===== config.mk =====
export PLATFORM = sky130hd
export DESIGN_NAME = sorted_list_merge
export DESIGN_NICKNAME = d
export VERILOG_FILES = /design/src/hw/rtl/slm_pkg.sv /design/src/hw/rtl/slm_front.sv /design/src/hw/rtl/slm_cmd_fifo.sv /design/src/hw/rtl/slm_back.sv /design/src/hw/rtl/sorted_list_merge.sv
export SDC_FILE = /design/constraint.sdc
export NUM_CORES = 2
export LEC_CHECK = 0
export BUFFER_PORTS_ARGS = -buffer_cell sky130_fd_sc_hd__buf_2
export CORE_AREA = 2 2 505 507
export CTS_BUF_LIST = sky130_fd_sc_hd__clkbuf_16
export CTS_CLUSTER_SIZE = 20
export DETAILED_ROUTE_END_ITERATION = 8
export DIE_AREA = 0 0 507 509
export PLACE_DENSITY_LB_ADDON = 0.1
export SYNTH_ARGS = -nofsm -noshare
export SYNTH_HDL_FRONTEND = slang
export SYNTH_SLANG_ARGS = --single-unit

===== constraint.sdc =====
create_clock -name clk_i -period 5.9 [get_ports clk_i]
set_input_delay 0.885 -clock clk_i [delete_from_list [all_inputs] [get_ports clk_i]]
set_output_delay 0.885 -clock clk_i [all_outputs]
set_load 0.005 [all_outputs]

===== src/hw/rtl/slm_pkg.sv =====
// ----------------------------------------------------------------------------
// slm_pkg: shared types and constants for the sorted list merge block
// Command codes, result kinds and the command queue entry format.
// ----------------------------------------------------------------------------
package slm_pkg;

  localparam int unsigned SLM_LIST_DEPTH     = 32;
  localparam int unsigned SLM_CMD_FIFO_DEPTH = 2;
  localparam int unsigned SLM_CMD_W          = 2;
  localparam int unsigned SLM_VALUE_W        = 32;
  localparam int unsigned SLM_KIND_W         = 2;

  typedef enum logic [SLM_CMD_W-1:0] {
    CMD_APPEND_A = 2'd0,
    CMD_APPEND_B = 2'd1,
    CMD_MERGE    = 2'd2
  } slm_cmd_e;

  typedef enum logic [SLM_KIND_W-1:0] {
    KIND_ACCEPTED = 2'd0,
    KIND_FULL     = 2'd1,
    KIND_MERGED   = 2'd2,
    KIND_EMPTY    = 2'd3
  } slm_kind_e;

  typedef struct packed {
    slm_cmd_e                       op;
    logic signed [SLM_VALUE_W-1:0] value;
  } slm_cmd_t;

  // Handshake between the command queue and the back end.
  typedef struct packed {
    logic     valid;
    slm_cmd_t cmd;
  } slm_q_out_t;

endpackage


===== src/hw/rtl/slm_front.sv =====
// ----------------------------------------------------------------------------
// slm_front: input stage
// Accepts input items, drops unused command codes and holds one classified
// command until the command queue can take it.
// ----------------------------------------------------------------------------
module slm_front import slm_pkg::*; (
  input  logic                          clk_i,
  input  logic                          rst_ni,
  input  logic                          push,
  output logic                          full,
  input  logic [SLM_CMD_W-1:0]          cmd_i,
  input  logic signed [SLM_VALUE_W-1:0] value_i,
  output logic                          q_push_o,
  output slm_cmd_t                      q_cmd_o,
  input  logic                          q_full_i
);

  logic     valid_q, valid_d;
  slm_cmd_t cmd_q, cmd_d;
  logic     accept, drain, known;

  assign drain  = valid_q && !q_full_i;
  assign full   = valid_q && q_full_i;
  assign accept = push && !full;
  assign known  = cmd_i inside {CMD_APPEND_A, CMD_APPEND_B, CMD_MERGE};

  always_comb begin
    valid_d = valid_q && !drain;
    cmd_d   = cmd_q;
    // An item with an unused command code is taken and produces nothing.
    if (accept && known) begin
      valid_d      = 1'b1;
      cmd_d.op     = slm_cmd_e'(cmd_i);
      cmd_d.value  = value_i;
    end
  end

  always_ff @(posedge clk_i or negedge rst_ni) begin
    if (!rst_ni) begin
      valid_q <= 1'b0;
      cmd_q   <= '0;
    end else begin
      valid_q <= valid_d;
      cmd_q   <= cmd_d;
    end
  end

  assign q_push_o = valid_q;
  assign q_cmd_o  = cmd_q;

endmodule


===== src/hw/rtl/slm_cmd_fifo.sv =====
// ----------------------------------------------------------------------------
// slm_cmd_fifo: command queue
// Short first-in first-out queue between the front stage and the back end.
// ----------------------------------------------------------------------------
module slm_cmd_fifo import slm_pkg::*; (
  input  logic       clk_i,
  input  logic       rst_ni,
  input  logic       push_i,
  input  slm_cmd_t   cmd_i,
  output logic       full_o,
  output slm_q_out_t head_o,
  input  logic       pop_i
);

  localparam int unsigned Depth = SLM_CMD_FIFO_DEPTH;
  localparam int unsigned PtrW  = (Depth > 1) ? $clog2(Depth) : 1;
  localparam int unsigned CntW  = $clog2(Depth + 1);

  slm_cmd_t        entries_q [Depth];
  logic [PtrW-1:0] wr_ptr_q, wr_ptr_d, rd_ptr_q, rd_ptr_d;
  logic [CntW-1:0] cnt_q, cnt_d;
  logic            do_push, do_pop;

  assign full_o  = (cnt_q == CntW'(Depth));
  assign do_push = push_i && !full_o;
  assign do_pop  = pop_i && (cnt_q != '0);

  assign head_o.valid = (cnt_q != '0);
  assign head_o.cmd   = entries_q[rd_ptr_q];

  always_comb begin
    wr_ptr_d = wr_ptr_q;
    rd_ptr_d = rd_ptr_q;
    cnt_d    = cnt_q;
    if (do_push) begin
      wr_ptr_d = (wr_ptr_q == PtrW'(Depth - 1)) ? '0 : wr_ptr_q + 1'b1;
    end
    if (do_pop) begin
      rd_ptr_d = (rd_ptr_q == PtrW'(Depth - 1)) ? '0 : rd_ptr_q + 1'b1;
    end
    if (do_push && !do_pop) begin
      cnt_d = cnt_q + 1'b1;
    end else if (!do_push && do_pop) begin
      cnt_d = cnt_q - 1'b1;
    end
  end

  always_ff @(posedge clk_i or negedge rst_ni) begin
    if (!rst_ni) begin
      wr_ptr_q <= '0;
      rd_ptr_q <= '0;
      cnt_q    <= '0;
    end else begin
      wr_ptr_q <= wr_ptr_d;
      rd_ptr_q <= rd_ptr_d;
      cnt_q    <= cnt_d;
    end
  end

  always_ff @(posedge clk_i) begin
    if (do_push) begin
      entries_q[wr_ptr_q] <= cmd_i;
    end
  end

endmodule


===== src/hw/rtl/slm_back.sv =====
// ----------------------------------------------------------------------------
// slm_back: execution back end
// Owns both list stores, executes appends and walks both lists during a
// merge, one result per cycle into the result register while it is free or popped.
// ----------------------------------------------------------------------------
module slm_back import slm_pkg::*; #(
  parameter int unsigned LIST_DEPTH = SLM_LIST_DEPTH
) (
  input  logic                          clk_i,
  input  logic                          rst_ni,
  input  slm_q_out_t                    head_i,
  output logic                          q_pop_o,
  output logic                          empty,
  input  logic                          pop,
  output logic [SLM_KIND_W-1:0]         kind_o,
  output logic signed [SLM_VALUE_W-1:0] value_res_o,
  output logic                          last_o
);

  localparam int unsigned IdxW = (LIST_DEPTH > 1) ? $clog2(LIST_DEPTH) : 1;
  localparam int unsigned CntW = $clog2(LIST_DEPTH + 1);

  typedef enum logic {
    ST_IDLE,
    ST_MERGE
  } state_e;

  state_e                        state_q, state_d;
  logic [CntW-1:0]               count_a_q, count_a_d, count_b_q, count_b_d;
  logic [CntW-1:0]               ia_q, ia_d, ib_q, ib_d;
  logic                          out_valid_q, out_valid_d;
  slm_kind_e                     out_kind_q, out_kind_d;
  logic signed [SLM_VALUE_W-1:0] out_value_q, out_value_d;
  logic                          out_last_q, out_last_d;

  logic signed [SLM_VALUE_W-1:0] mem_a [LIST_DEPTH];
  logic signed [SLM_VALUE_W-1:0] mem_b [LIST_DEPTH];
  logic signed [SLM_VALUE_W-1:0] rda_q, rdb_q;
  logic [IdxW-1:0]               raddr_a, raddr_b;
  logic                          we_a, we_b;

  logic                          out_ready, a_avail, b_avail, take_a, take_b, is_last;
  logic [CntW:0]                 emitted, total;

  assign out_ready = !out_valid_q || pop;
  assign a_avail   = (ia_q < count_a_q);
  assign b_avail   = (ib_q < count_b_q);
  // Ties go to list A, which keeps the merge stable.
  assign take_a    = a_avail && (!b_avail || (rda_q <= rdb_q));
  assign take_b    = !take_a && b_avail;
  assign emitted   = {1'b0, ia_q} + {1'b0, ib_q} + 1'b1;
  assign total     = {1'b0, count_a_q} + {1'b0, count_b_q};
  assign is_last   = (emitted == total);

  always_comb begin
    state_d     = state_q;
    count_a_d   = count_a_q;
    count_b_d   = count_b_q;
    ia_d        = ia_q;
    ib_d        = ib_q;
    out_valid_d = out_valid_q && !pop;
    out_kind_d  = out_kind_q;
    out_value_d = out_value_q;
    out_last_d  = out_last_q;
    q_pop_o     = 1'b0;
    we_a        = 1'b0;
    we_b        = 1'b0;

    case (state_q)
      ST_IDLE: begin
        ia_d = '0;
        ib_d = '0;
        if (head_i.valid && out_ready) begin
          q_pop_o     = 1'b1;
          out_valid_d = 1'b1;
          out_value_d = '0;
          out_last_d  = 1'b1;
          case (head_i.cmd.op)
            CMD_APPEND_A: begin
              if (count_a_q < CntW'(LIST_DEPTH)) begin
                we_a       = 1'b1;
                count_a_d  = count_a_q + 1'b1;
                out_kind_d = KIND_ACCEPTED;
              end else begin
                out_kind_d = KIND_FULL;
              end
            end
            CMD_APPEND_B: begin
              if (count_b_q < CntW'(LIST_DEPTH)) begin
                we_b       = 1'b1;
                count_b_d  = count_b_q + 1'b1;
                out_kind_d = KIND_ACCEPTED;
              end else begin
                out_kind_d = KIND_FULL;
              end
            end
            CMD_MERGE: begin
              if (total == '0) begin
                out_kind_d = KIND_EMPTY;
              end else begin
                // The first heads are read this cycle; results start in ST_MERGE once the result register is free.
                out_valid_d = out_valid_q && !pop;
                state_d     = ST_MERGE;
              end
            end
            default: begin
              out_valid_d = out_valid_q && !pop;
            end
          endcase
        end
      end
      ST_MERGE: begin
        if (out_ready) begin
          out_valid_d = 1'b1;
          out_kind_d  = KIND_MERGED;
          out_value_d = take_a ? rda_q : rdb_q;
          out_last_d  = is_last;
          ia_d        = ia_q + CntW'(take_a);
          ib_d        = ib_q + CntW'(take_b);
          if (is_last) begin
            state_d = ST_IDLE;
          end
        end
      end
      default: begin
        state_d = ST_IDLE;
      end
    endcase
  end

  // Read the next head every cycle; a stalled merge simply rereads the same entry.
  assign raddr_a = (ia_d < CntW'(LIST_DEPTH)) ? ia_d[IdxW-1:0] : '0;
  assign raddr_b = (ib_d < CntW'(LIST_DEPTH)) ? ib_d[IdxW-1:0] : '0;

  always_ff @(posedge clk_i) begin
    if (we_a) begin
      mem_a[count_a_q[IdxW-1:0]] <= head_i.cmd.value;
    end
    rda_q <= mem_a[raddr_a];
  end

  always_ff @(posedge clk_i) begin
    if (we_b) begin
      mem_b[count_b_q[IdxW-1:0]] <= head_i.cmd.value;
    end
    rdb_q <= mem_b[raddr_b];
  end

  always_ff @(posedge clk_i or negedge rst_ni) begin
    if (!rst_ni) begin
      state_q     <= ST_IDLE;
      count_a_q   <= '0;
      count_b_q   <= '0;
      ia_q        <= '0;
      ib_q        <= '0;
      out_valid_q <= 1'b0;
      out_kind_q  <= KIND_ACCEPTED;
      out_value_q <= '0;
      out_last_q  <= 1'b0;
    end else begin
      state_q     <= state_d;
      count_a_q   <= count_a_d;
      count_b_q   <= count_b_d;
      ia_q        <= ia_d;
      ib_q        <= ib_d;
      out_valid_q <= out_valid_d;
      out_kind_q  <= out_kind_d;
      out_value_q <= out_value_d;
      out_last_q  <= out_last_d;
    end
  end

  assign empty       = !out_valid_q;
  assign kind_o      = out_kind_q;
  assign value_res_o = out_value_q;
  assign last_o      = out_last_q;

  a_merge_in_bounds: assert property (@(posedge clk_i) disable iff (!rst_ni)
    (state_q == ST_MERGE) |-> (ia_q <= count_a_q) && (ib_q <= count_b_q) &&
                              (ia_q + ib_q < total))
    else $error("merge indices ran past the list lengths");

  a_merge_not_empty: assert property (@(posedge clk_i) disable iff (!rst_ni)
    (state_q == ST_MERGE) |-> (total != '0))
    else $error("merge running with both lists empty");

  a_merge_ends: assert property (@(posedge clk_i) disable iff (!rst_ni)
    (state_q == ST_MERGE && out_ready && is_last) |=> (state_q == ST_IDLE))
    else $error("merge did not end after its last result");

  a_counts_stable: assert property (@(posedge clk_i) disable iff (!rst_ni)
    (state_q == ST_MERGE) |=> $stable(count_a_q) && $stable(count_b_q))
    else $error("list length changed during a merge");

endmodule


===== src/hw/rtl/sorted_list_merge.sv =====
// ----------------------------------------------------------------------------
// sorted_list_merge: two append-built lists merged into one ascending stream
// Top level: front stage, command queue and execution back end.
// ----------------------------------------------------------------------------
// An append answers with one result, so appends flow at one per cycle while
// the result register is free or popped. A merge occupies the back end: it
// first reads the heads of both lists, then gives one result per cycle while
// the result register is free or popped, paced by the single read port of
// each list store. A merge of two empty lists answers with one result.
// Commands queue up behind a merge in the front stage and the command queue
// (three commands deep) before full rises. Results stall the back end only
// while the result register is occupied and not popped.
module sorted_list_merge import slm_pkg::*; #(
  parameter int unsigned LIST_DEPTH = SLM_LIST_DEPTH
) (
  input  logic                          clk_i,
  input  logic                          rst_ni,
  input  logic                          push,
  output logic                          full,
  input  logic [SLM_CMD_W-1:0]          cmd_i,
  input  logic signed [SLM_VALUE_W-1:0] value_i,
  output logic                          empty,
  input  logic                          pop,
  output logic [SLM_KIND_W-1:0]         kind_o,
  output logic signed [SLM_VALUE_W-1:0] value_res_o,
  output logic                          last_o
);

  logic       q_push, q_full, q_pop;
  slm_cmd_t   q_cmd;
  slm_q_out_t q_head;

  slm_front u_front (
    .clk_i    (clk_i),
    .rst_ni   (rst_ni),
    .push     (push),
    .full     (full),
    .cmd_i    (cmd_i),
    .value_i  (value_i),
    .q_push_o (q_push),
    .q_cmd_o  (q_cmd),
    .q_full_i (q_full)
  );

  slm_cmd_fifo u_cmd_fifo (
    .clk_i  (clk_i),
    .rst_ni (rst_ni),
    .push_i (q_push),
    .cmd_i  (q_cmd),
    .full_o (q_full),
    .head_o (q_head),
    .pop_i  (q_pop)
  );

  slm_back #(
    .LIST_DEPTH (LIST_DEPTH)
  ) u_back (
    .clk_i       (clk_i),
    .rst_ni      (rst_ni),
    .head_i      (q_head),
    .q_pop_o     (q_pop),
    .empty       (empty),
    .pop         (pop),
    .kind_o      (kind_o),
    .value_res_o (value_res_o),
    .last_o      (last_o)
  );

endmodule

==> metrics.md <==
| Metric | Value |
|---|---|
| Cell mode on critical path | ha_1 |
| # setup viols final | 0 |
| Worst Reg-to-Reg Cells | 21 |
| RSZ-0062 raised after global routing | false |
| # rows | 185 |
| #FFs+latches synth | ~2.3k |
| Final Util | 41.93% |
| Post-route DRC violation count | 0 |
| Ys Warns | 0 |
| CTS root buf | clkbuf_16 |
| CTS Buffer Depth | 3 |
| Largest net degree at the start of global routing | 80 |
| Gr ovfl total | 0 |
| Synth Area per Inst | 13.72 um2 |
| EDFF count, synth | approximately 2.1k |
| Seq/Total Area, Yosys | between 70% and 80% |
| Worst-path clk slew | ~60 ps |
| Area delta synth->final | 17.13% |
| Htree depth | 4 |
| Commonest non-fill, non-tap cell in the layout | edfxtp_1 |
| Die Height | slightly above 500 um |
| Outcome | finished clean |
| Cells after Synth | 6,594 |
| Tightest Pin Transition | between 1000 and 1500 ps |
| Ports | between 70 and 80 |
| WP data required | 6640 ps |
| Area of the mapped netlist | 90,490 um2 |
| Crit Path Class | reg -> reg |
| Worst-skew pair later-pin latency | 910 ps |
| Data arrival time of the worst path | 6390 ps |
| Port-buffer cells | 74 |
| Vias | roughly 58k |
| Inst Count DP | 10.01k |
| Crit Path Max Fanout | 27 |
| Async set-reset flop share out of synthesis | 4.386% |
| Initial Util | 35.80% |
| Slowest-stage cell, CP | nor3_1 |
| Dpl hpwl | approximately 180,000 um |
| First DRT Iteration DRCs | ~6k |
| Critical Path Source Type | register |
| Layout cells sized above 1 | approximately 15% |
| Final Wtd Congestion | between 0.8 and 0.9 |
| Synth Net Count | between 6k and 7k |
| Initial antenna violation count | 24 |
| Final Routed Wirelength | around 310,000 um |
| Largest stage delay, worst path | 640 ps |
| Final hold violation count | 0 |
| CTS tree | done |
| Post-layout net count | about 7.0k |
| Finished Layout Cells | 10.47k |
| Vias per cell | 5.498 |
| Final Skew | 72.99 ps |
| First-pass GRT wire length | 436,700 um |
| Fmax | 0.1771 GHz |
| Inserted Clock Buffers | 240 |
| Setup TNS | 0 ps |
| R2R setup slack | 250 ps |
| Core ar. | 252,800 um2 |
| Die W | 507 um |
| Rel. slew slack | 19.26% |
| Fin crit share | 95.71% |
| Worst r2r src | u_back.rdb_q[1] |
| Max-cap violation count | 0 |
| R2R Path End | u_back.rdb_q[14] |
| Crit-path cells | inv_1 > ha_1 > nor2b_1 > o211ai_1 > a21oi_1 > o311ai_0 > nand3_1 > mux2i_4 > nor2_1 > nor2b_1 > ha_1 > ha_1 > nand2b_1 > o2bb2a_1 > o32ai_1 > and2_1 > nand2_1 > buf_12 > nor3_1 > o32a_1 > a21oi_1 |
| Ys flop type | edfxtp_1 |
| Crit. End Element | register |
| Final ANT Viol Nets | 0 |
| Tmin final | between 5000 and 6000 ps |
| Vias in the first global route | 56.29k |
| Hold Crit Class | in -> async |
| Most frequent cells in the layout | edfxtp_1 (2,116), nand2_1 (1,159), nor2_1 (375) |
| Netlist cell types | 75 |
| All-Layer GR Usage | 23.55% |
| Die Footprint | between 200,000 and 300,000 um2 |
| # fillers | 23.39k |
| Number of detailed-route iterations in the first pass | 7 |
| CTS Sinks | 2,280 |
| Per-cell routed wire length | 29.49 um |
| Slew Limit Fails | 0 |
==> worst max-delay path by stage <==
stage / startpoint / to / depth (start not counted)
global route: u_back.rdb_q[1] / u_back.rda_q[20] / 21
detailed placement: u_back.rdb_q[1] / u_back.rda_q[20] / 21
global placement: u_back.rdb_q[1] / u_back.rda_q[20] / 21
finish: u_back.rdb_q[1] / u_back.rdb_q[14] / 21
CTS: u_back.rdb_q[1] / u_back.rda_q[18] / 21
floorplan: u_back.rdb_q[26] / u_back.rda_q[10] / 22
==> critical path, delay by kind of cell, from the launching register on <==
family | cells | cell delay (ps)
AO/OA/AOI/OAI | 7 | 1730
buffers and inverters | 2 | 340
adder cells (fa/ha/maj) | 3 | 820
multiplexers | 1 | 250
flip-flops | 1 | 520
AND/OR/NAND/NOR | 8 | 1820
==> logic make-up after synthesis <==
logic type | Yosys count | share of synthesized area, %
adders and majority gates | 73 | 1.026
and+or+nand+nor | 2471 | 11.87
DFF | 2280 | 74.40
muxes | 142 | 1.722
AOI/OAI and AO/OA | 1077 | 8.331
buffers and inverters | 525 | 2.378
xor gates and xnor gates | 26 | 0.2669
==> routing by layer <==
| layer | vias to the layer above | share of wire (%) | GRT usage (%) |
|---|---|---|---|
| met3 | 365 | 4.9 | 2.915 |
| met5 | - | 0 | 0 |
| met2 | 1705 | 50 | 40.39 |
| li1 | 25570 | - | - |
| met1 | 29930 | 43 | 31.60 |
| met4 | 0 | 2.6 | 6.086 |
==> cells in the mapped netlist (4+ instances only) <==
library cell	instances	area share [%]
o22ai_1	32	0.22
nor4_1	7	0.048
o22a_1	32	0.31
edfxtp_1	2116	70
inv_1	71	0.29
inv_2	4	0.017
xnor2_1	21	0.20
a2bb2oi_1	33	0.32
clkbuf_1	292	1.2
nand3_1	372	2.1
a221o_1	31	0.34
mux2_2	98	1.2
dfxtp_1	64	1.4
mux2i_1	42	0.46
a32oi_1	96	0.93
and2_1	37	0.26
buf_2	112	0.62
o21ai_1	7	0.039
a21oi_1	156	0.86
nor3_1	233	1.3
a31o_2	29	0.28
nand4_1	79	0.55
a31oi_1	161	1.1
a21o_1	7	0.058
and3_1	37	0.26
o31ai_1	4	0.033
a32o_1	34	0.38
nor2b_1	6	0.041
o2111ai_1	97	0.94
nor2_1	448	1.9
buf_1	35	0.15
o21ai_0	232	1.3
or3_1	66	0.46
nand2b_1	7	0.048
xor2_1	4	0.039
o311ai_0	4	0.039
a211oi_1	35	0.29
ha_1	71	0.98
a221oi_1	35	0.34
nand2_1	1164	4.8
o32a_1	30	0.33
buf_4	8	0.066
dfrtp_1	100	2.8
==> registers in the layout, summed over array words and instances (netlist names), 32 cells and up <==
name                  count
u_front.q_cmd_o          34
u_back.mem_a           1024
u_cmd_fifo.entries_q     68
u_back.mem_b           1024
u_back.value_res_o       32
u_back.rda_q             32
u_back.rdb_q             32
==> area by class of cell <==
cell class	count	area, um2	area share, %
diodes	10	25.02	0.02361
clock buffers	241	6031	5.690
clock inverters	213	1535	1.449
inverters	76	297.8	0.2810
multi-input cells	3789	22010	20.77
flip-flops and latches	2280	67330	63.53
well taps	3366	4212	3.974
repair buffers	497	4544	4.288
==> metrics by stage <==
| step | cell area, um2 | hold WS (ps) | setup slack [ps] |
|---|---|---|---|
| finish | 106000 | 106.9 | 252.9 |
| global route | 106000 | 143.1 | 0.2336 |
| CTS | 105800 | 100.3 | 6.389 |
| detailed placement | 98140 | 456.8 | -116.0 |
| global placement | 98140 | 444.9 | -147.6 |
| floorplan | 90490 | 436.6 | 1480 |
==> timing repair <==
action                     in CTS  in global routing
pin swaps                       0                  2
setup endpoints to repair      14                 28
setup buffers                   0                  1
hold buffers                    0                  0
resized for setup              15                 24
Power is not shown: default switching activity piles up to over one toggle a cycle in this logic, so the estimate is an artifact.
